===== config.mk =====
export PLATFORM = sky130hd
export DESIGN_NAME = bdrm_cell
export DESIGN_NICKNAME = d
export VERILOG_FILES = /design/src/bdrm_pkg.sv /design/src/bdrm_cell.sv
export SDC_FILE = /design/constraint.sdc
export NUM_CORES = 1
export LEC_CHECK = 0
export BUFFER_PORTS_ARGS = -buffer_cell sky130_fd_sc_hd__buf_2
export CORE_AREA = 2 2 88 90
export DETAILED_ROUTE_END_ITERATION = 7
export DIE_AREA = 0 0 90 92
export PLACE_DENSITY = 0.79
export SYNTH_ARGS = -nofsm -noshare
export SYNTH_HDL_FRONTEND = slang
export SYNTH_SLANG_ARGS = --single-unit

===== constraint.sdc =====
create_clock -name clk_i -period 0.8 [get_ports clk_i]
set_clock_uncertainty 0.1 [all_clocks]
set_input_delay 0.16 -clock clk_i [delete_from_list [all_inputs] [get_ports clk_i]]
set_output_delay 0.16 -clock clk_i [all_outputs]
set_load 0.02 [all_outputs]

===== src/bdrm_pkg.sv =====
package bdrm_pkg;

  localparam int DictEntries = 1024;
  localparam int DescWords   = 4;
  localparam int IdxW        = $clog2(DictEntries);
  localparam int WSelW       = (DescWords > 1) ? $clog2(DescWords) : 1;
  localparam int CntW        = IdxW + 1;
  localparam int DistW       = 9;
  localparam logic [7:0] ScaleUnknown = 8'd255;
  localparam logic [DistW:0] NoDist = {1'b1, {DistW{1'b0}}};

  localparam logic [2:0] CfgRadius   = 3'd0;
  localparam logic [2:0] CfgMaxHam   = 3'd1;
  localparam logic [2:0] CfgRatioOn  = 3'd2;
  localparam logic [2:0] CfgRatioThr = 3'd3;
  localparam logic [2:0] CfgScalePf  = 3'd4;
  localparam logic [2:0] CfgEntries  = 3'd5;

  localparam logic [1:0] StMatched = 2'd0;
  localparam logic [1:0] StNone    = 2'd1;
  localparam logic [1:0] StRatio   = 2'd2;
  localparam logic [1:0] StScale   = 2'd3;

  typedef enum logic [1:0] {
    StIdle,
    StScan,
    StDecide,
    StOut
  } state_e;

  // beat moving down the cell chain
  typedef struct packed {
    logic             valid;
    logic             keep;
    logic [IdxW-1:0]  idx;
    logic [7:0]       scale;
    logic [DistW-1:0] ham;
  } cand_t;

endpackage


===== src/bdrm_cell.sv =====
// One popcount cell: adds the Hamming count of one descriptor word.
module bdrm_cell (
  input  logic               clk_i,
  input  logic               rst_ni,
  input  bdrm_pkg::cand_t    cand_i,
  input  logic [63:0]        q_word_i,
  input  logic [63:0]        d_word_i,
  output bdrm_pkg::cand_t    cand_o
);

  bdrm_pkg::cand_t cand_q, cand_d;
  logic [6:0] pc;

  always_comb begin
    pc = '0;
    for (int b = 0; b < 64; b++) begin
      pc = pc + 7'(q_word_i[b] ^ d_word_i[b]);
    end
    cand_d     = cand_i;
    cand_d.ham = cand_i.ham + bdrm_pkg::DistW'(pc);
  end

  always_ff @(posedge clk_i or negedge rst_ni) begin
    if (!rst_ni) begin
      cand_q <= '0;
    end else begin
      cand_q <= cand_d;
    end
  end

  assign cand_o = cand_q;

endmodule

* Word-level counts from Yosys, hierarchy flattened *
Index checks and enable logic that the tools add are counted.

storage, ports and cells
  register bits = 29
  latch bits = 0
  bits in writable memories = 0
  bits in read-only memories = 0
  bits of input ports = 159
  output and inout bits = 29
  logic and storage cells = 133
  memories = 0

operators by class
  add/sub/neg operators = 64
  multipliers = 0
  div/mod/pow operators = 0
  $lt $le $gt $ge = 0
  eq/ne operators = 0
  shift-type cells = 0
  muxes and demuxes = 0
  bitwise logic cells = 64
  reduce and logical (&&, ||, !) cells = 0

operator list
  cell                                    count
  7-bit by 1-bit adder with 7-bit output  57
  1-bit bitwise XOR                       64
  9-bit by 7-bit adder with 9-bit output  1
  6-bit by 1-bit adder with 7-bit output  1
  5-bit by 1-bit adder with 6-bit output  1
  4-bit by 1-bit adder with 5-bit output  1
  3-bit by 1-bit adder with 4-bit output  1
  2-bit by 1-bit adder with 3-bit output  1
  1-bit by 1-bit adder with 2-bit output  1

* Logic depth before layout (Yosys ltp) *
Gate-level depths: netlist of the first run.

  depth in word-level cells = 65
  depth in mapped cells = 21
  gate-level depth less buffers = 21

* Worst setup path before layout of the first run *
OpenSTA, ideal clock, no wires.

  kind = input port to flip-flop
  from = in d_word_i[15]
  to = reg cand_q, in the netlist cand_o[6]
  setup time = 0.127 ns
  data arrival time = 5.788 ns
  required time = 0.573 ns
  path slack = -5.215 ns
  cell stages on the path = 19
  buffers on the path = 0
  path through = xor2_1 fa_1 inv_1 fa_1 inv_1 fa_1 fa_1 fa_1 fa_1 inv_1 fa_1 fa_1 fa_1 inv_1 fa_1 a21o_1 a21oi_2 o21ai_1 xor2_1

RTL lines
  element                 RTL line         source
  start: declaration      bdrm_cell.sv:7   input logic [63:0] d_word_i,
  end signal: assignment  bdrm_cell.sv:27  cand_q <= cand_d;
  end: declaration        bdrm_cell.sv:11  bdrm_pkg::cand_t cand_q, cand_d;

==> metrics.txt, run 1 <==
run status=finished with violations; violated checks=setup timing; post-synthesis cell type with the largest combined area=fa_1; CTS tree=built; FFs w/ async S/R, synth=1.00; clock buffer count from CTS=5; Post-Synthesis Mean Instance Area=11.8 sq um; Yosys cell types=24; GP Congestion=0.802; CTS HTree Levels=2; effective utilization at floorplan=0.430; post-layout minimum cycle time=5.76 ns; Final HPWL DP=6170 microns; Final Non-Filler Cells=607; initial antenna violation count=0; ratio of routed vias to standard cells=4.41; Final Hold Slack=0.113 ns; violation count after the first detailed-routing iteration=32; Cells after Synth=272; count leader, synth=inv_1; final hold viol count=0; number of enable-type register cells in the synthesized netlist=0; routed via count=2674; met2 Resource Use GR=0.384; highest net fanout along the worst path=3; remaining global-route overflow=0; count of pins over their slew limit=0; per-cell routed wire length=13.1 microns; total die area=8280 sq um; quantity of I/O buffers inserted on ports=187; kind of path behind the tightest hold check=input pin to flip-flop; number of nets still failing antenna checks after routing=0; standard-cell rows=32; Setup Crit Path Kind=input pin to flip-flop; max-cap viol count=0; core utilization of the finished layout=0.675; flip-flop and latch count after synthesis=29; Antenna Diode Count=0; # placed instances=576; share of final-layout standard cells stronger than drive strength 1=0.475; area added between synthesis and finish=57.2%; Filler cells=565; number of buffers between clock root and the deepest sink=2; Top FF cell, synth=dfrtp_1; sequential fraction of the synthesis area=0.227; endpoint kind of the worst setup timing path=flip-flop; core region area=7450 sq um; Clock Tree Root=clkbuf_8; height of the die=92 microns; via count of the first global-routing pass=2884; minimum setup slack after placement=-5.31 ns; post-CTS clock slew at the launch and capture registers of the worst setup and hold paths=0.06 ns; horizontal die dimension=90 microns; slew at the pin with the worst max-slew slack=0.277 ns; clock net sink count=29; number of warnings printed during yosys synthesis=0; total routed wirelength=7920 microns; number of setup violations in the final report=39; largest cells by area after synthesis=fa_1 35%, dfrtp_1 23%, xor2_1 11%; flip-flop count of the largest register after layout=29; maximum number of pins on one net before global-route repair=30; fraction of post-synthesis cell area in the top cell type by area=0.350; Worst Path Required=0.86 ns; Rel. slew slack=0.814; global-route usage over all layers=0.193; I/O Pins=188; share of the clock period used by the worst path after layout=7.21; total iterations of the first detailed-routing run=4; net count after synthesis=513; drt drc=0; unrepaired setup endpoints after global routing=yes; post-route worst setup slack=-4.96 ns; wire length of the first global-routing pass=12700 microns; met1 Track Usage GR=0.197; upper clock frequency limit=0.173 GHz; area of the mapped netlist=3200 sq um; category of the worst setup path launch point=input pin; met3 demand-to-capacity share in global routing=0.0394; top cells by instance count after synthesis=62 x inv_1, 56 x fa_1, 41 x xor2_1, 29 x dfrtp_1, 28 x xnor2_1; Final #Nets=745; arrival time of data at the critical path endpoint=5.82 ns; busiest layer in global routing=met2
==> per-stage QoR <==
| stage | TNS [ns] | cell area (sq um) |
|---|---|---|
| finish | -50.03 | 5030 |
| global route | -52.24 | 5030 |
| CTS | -49.90 | 4950 |
| detailed placement | -45.63 | 4440 |
| global placement | -44.69 | 4440 |
| floorplan | -42.45 | 3250 |
==> routing by layer <==
layer,vias up,share of wire
met1,1252,0.33
met4,0,0.026
li1,1274,-
met3,16,0.072
met5,-,0
met2,132,0.58
==> cells in the final DEF, fill, tap and decap left out, types with 2 or more instances in the layout <==
master / count
buf_6: 32
or4_1: 2
dfrtp_1: 29
nand2_1: 3
inv_1: 56
buf_2: 154
nand2b_1: 2
ha_1: 25
clkbuf_8: 5
dlygate4sd3_1: 21
xor2_1: 37
nor3_1: 2
buf_4: 16
nand3_1: 3
a21oi_1: 2
fa_1: 50
xor2_2: 4
clkinv_2: 2
xnor2_1: 24
fa_2: 6
o21ai_2: 2
a21oi_2: 2
nor2_1: 2
xnor2_2: 3
inv_2: 6
==> layout make-up <==
cell class | count | area, sq um | area share
clock inverters | 3 | 17.5 | 0.00348
inverters | 62 | 233 | 0.0463
repair buffers | 225 | 1500 | 0.298
flip-flops and latches | 29 | 726 | 0.144
well taps | 102 | 128 | 0.0254
multi-input cells | 181 | 2360 | 0.469
clock buffers | 5 | 68.8 | 0.0137
==> cells by family after synthesis <==
| logic type | Yosys count | share of synthesized area |
|---|---|---|
| AO/OA/AOI/OAI | 14 | 0.0329 |
| XOR/XNOR | 69 | 0.189 |
| adder cells (fa/ha/maj) | 82 | 0.452 |
| buffers and inverters | 62 | 0.0727 |
| flip-flops | 29 | 0.227 |
| AND/OR/NAND/NOR | 16 | 0.0266 |
==> critical path: stages <==
cell,delay (ns)
buf_8,0.10
xnor2_4,0.13
fa_1,0.56
inv_2,0.05
fa_1,0.54
inv_2,0.04
fa_1,0.55
fa_1,0.44
fa_1,0.52
inv_1,0.05
fa_1,0.47
inv_1,0.04
fa_1,0.46
fa_1,0.52
fa_2,0.21
inv_2,0.04
fa_2,0.33
a21o_1,0.19
a21oi_4,0.18
o21ai_2,0.09
xor2_1,0.15
==> worst paths after layout <==
check,cells past startpoint,startpoint,slack (ns),end
min in group asynchronous,3,rst_ni,0.27,cand_o[13]$_DFF_PN0_
worst min-delay path,3,cand_i[8],0.11,cand_o[8]$_DFF_PN0_
worst max-delay path,21,q_word_i[51],-4.96,cand_o[6]$_DFF_PN0_
max in group asynchronous,3,rst_ni,0.18,cand_o[10]$_DFF_PN0_
==> repair_timing <==
action,in CTS,in global routing
endpoints found under the setup margin,38,38
gates cloned,0,0
hold buffers,21,0
hold endpoints to repair,49,0
setup buffers,1,1
pin swaps,6,3
gates resized for setup,68,14
Power of run 1 is left out: the tool's default activity adds up to more than one toggle a clock period on the data nets, which glitch-free logic cannot reach.
==> run 2: changes to the inputs <==
ABC_AREA = 1   (was not set)
CELL_PAD_IN_SITES_DETAIL_PLACEMENT = 0   (was not set)
CELL_PAD_IN_SITES_GLOBAL_PLACEMENT = 1   (was not set)
CORE_AREA = 2 2 103 105   (was 2 2 88 90)
DIE_AREA = 0 0 105 107   (was 0 0 90 92)
PLACE_DENSITY = 0.8   (was 0.79)
==> metrics.txt, run 2 <==
global-route usage over all layers=0.135; horizontal die dimension=105 microns; post-route worst setup slack=-4.74 ns; final hold viol count=0; CP max stage delay=0.56 ns; GP Congestion=0.744; violation count after the first detailed-routing iteration=36; post-layout minimum cycle time=5.54 ns; violated checks=setup timing; Rel. slew slack=0.808; drt drc=0; Cells after Synth=296; combinational family with the most area after synthesis=adder cells; Post-Layout Inst Area=5200 sq um; ratio of routed vias to standard cells=4.01; core region area=10100 sq um; run status=finished with violations; critical path's most frequent cell=fa_1; Top FF cell, synth=dfrtp_1; category of the worst setup path launch point=input pin; Setup Crit Path Kind=input pin to flip-flop; quantity of I/O buffers inserted on ports=187; Clock Tree Root=clkbuf_8; placed cell area=4480 sq um; number of nets still failing antenna checks after routing=0; clock buffer count from CTS=5; mux share of post-synthesis cell area=0; endpoint kind of the worst setup timing path=flip-flop; total die area=11200 sq um; post-CTS clock slew at the launch and capture registers of the worst setup and hold paths=0.06 ns; number of buffers between clock root and the deepest sink=2; Final #Nets=766; cells traversed along the worst timing path=buf_6 > xor2_2 > fa_1 > inv_2 > fa_1 > inv_2 > fa_2 > fa_1 > fa_2 > fa_1 > inv_1 > fa_1 > fa_1 > fa_2 > inv_2 > fa_2 > nand2_2 > nand2_4 > buf_4 > nand2_2 > xnor2_2; count leader, synth=inv_1; upper clock frequency limit=0.181 GHz; count of pins over their slew limit=0; Worst Path Required=0.90 ns; minimum setup slack after placement=-5.04 ns; slew at the pin with the worst max-slew slack=0.286 ns; share of the clock period used by the worst path after layout=6.92; fraction of post-synthesis cell area in the top cell type by area=0.344; total routed wirelength=7630 microns; highest net fanout along the worst path=3; Yosys cell types=18; flip-flop and latch count after synthesis=29; most frequent cells in the layout=151 x buf_2, 65 x inv_1, 49 x fa_1; per-cell routed wire length=11.5 microns; area of the mapped netlist=3260 sq um; wire length of the first global-routing pass=12200 microns; number of warnings printed during yosys synthesis=0; Antenna Diode Count=0; arrival time of data at the critical path endpoint=5.64 ns; net count after synthesis=537; standard-cell rows=37; maximum number of pins on one net before global-route repair=30; max-cap viol count=0; initial antenna violation count=0; area fraction in compound gates after synthesis=0.00653; via count of the first global-routing pass=2883; CTS tree=built; total iterations of the first detailed-routing run=4; CTS HTree Levels=2; Post-Synthesis Mean Instance Area=11.0 sq um; largest cells by area after synthesis=fa_1 34%, dfrtp_1 22%, xor2_1 11%; unrepaired setup endpoints after global routing=yes; Final HPWL DP=6200 microns; sequential fraction of the synthesis area=0.223; height of the die=107 microns; remaining global-route overflow=0; number of setup violations in the final report=38; FFs w/ async S/R, synth=1.00; I/O Pins=188; adder and majority gate portion of the synthesized area=0.444; top cells by instance count after synthesis=70 x inv_1, 56 x fa_1, 40 x xor2_1, 29 x dfrtp_1, 29 x nand2_1; clock net sink count=29; effective utilization at floorplan=0.323; share of final-layout standard cells stronger than drive strength 1=0.473; post-synthesis share of cell area spent on and, or, nand and nor gates=0.0615; Filler cells=943; Final Hold Slack=0.0998 ns; area added between synthesis and finish=59.6%; accumulated negative setup slack=-48.18 ns; most frequent standard cell in the layout excluding fill and tap cells=buf_2; area share of xor/xnor cells in the synthesized design=0.183; routed via count=2657; slowest cell on the critical path=fa_2; number of enable-type register cells in the synthesized netlist=0; post-synthesis cell type with the largest combined area=fa_1; kind of path behind the tightest hold check=input pin to flip-flop; flip-flop count of the largest register after layout=29
-- run 2: worst max-delay path: cells and delay by family --
| family | cells | cell delay, ns |
|---|---|---|
| XOR/XNOR | 2 | 0.27 |
| adder cells (fa/ha/maj) | 10 | 4.53 |
| buffers and inverters | 6 | 0.44 |
| AND/OR/NAND/NOR | 3 | 0.26 |
-- run 2: path summary, 6_finish.rpt --
kind                               from                    to  slack [ns]  depth (start not counted)
max                        d_word_i[19]   cand_o[4]$_DFF_PN0_       -4.74                         21
min                           cand_i[8]   cand_o[8]$_DFF_PN0_         0.1                          4
max in group asynchronous        rst_ni   cand_o[0]$_DFF_PN0_        0.12                          3
min in group asynchronous        rst_ni  cand_o[11]$_DFF_PN0_        0.32                          3
-- run 2: timing repair --
item / CTS / global route
gates resized for setup: 77 / 22
pin swaps: 18 / 8
hold endpoints to repair: 49 / 0
hold buffers: 21 / 0
endpoints found under the setup margin: 38 / 38
buffers inserted: 2 / 3
-- run 2: logic make-up (layout without fill, tap and decap cells) --
| family | after synthesis | in the layout |
|---|---|---|
| buffers and inverters | 71 | 301 |
| AOI/OAI and AO/OA | 2 | 2 |
| and+or+nand+nor | 44 | 44 |
| xor gates and xnor gates | 68 | 68 |
| adders and majority gates | 82 | 82 |
| DFF | 29 | 29 |
-- run 2: layout make-up --
cell class	count	area, sq um	area share
well taps	136	170	0.0327
inverters	71	267	0.0513
clock inverters	2	13.8	0.00265
multi-input cells	196	2440	0.471
repair buffers	222	1490	0.287
clock buffers	6	82.6	0.0159
flip-flops and latches	29	726	0.140
-- run 2: per-layer routing --
| layer | share of wire | vias to the layer above | track usage |
|---|---|---|---|
| li1 | - | 1302 | - |
| met5 | 0 | - | 0 |
| met4 | 0.0094 | 0 | 0.0343 |
| met1 | 0.36 | 1226 | 0.149 |
| met2 | 0.56 | 124 | 0.269 |
| met3 | 0.067 | 5 | 0.0195 |
-- run 2: per-stage QoR --
stage,cells,util
floorplan,296,-
global placement,629,0.444
detailed placement,629,0.444
CTS,660,0.503
global route,662,0.515
finish,662,0.515
Power of run 2 is left out for the same reason.
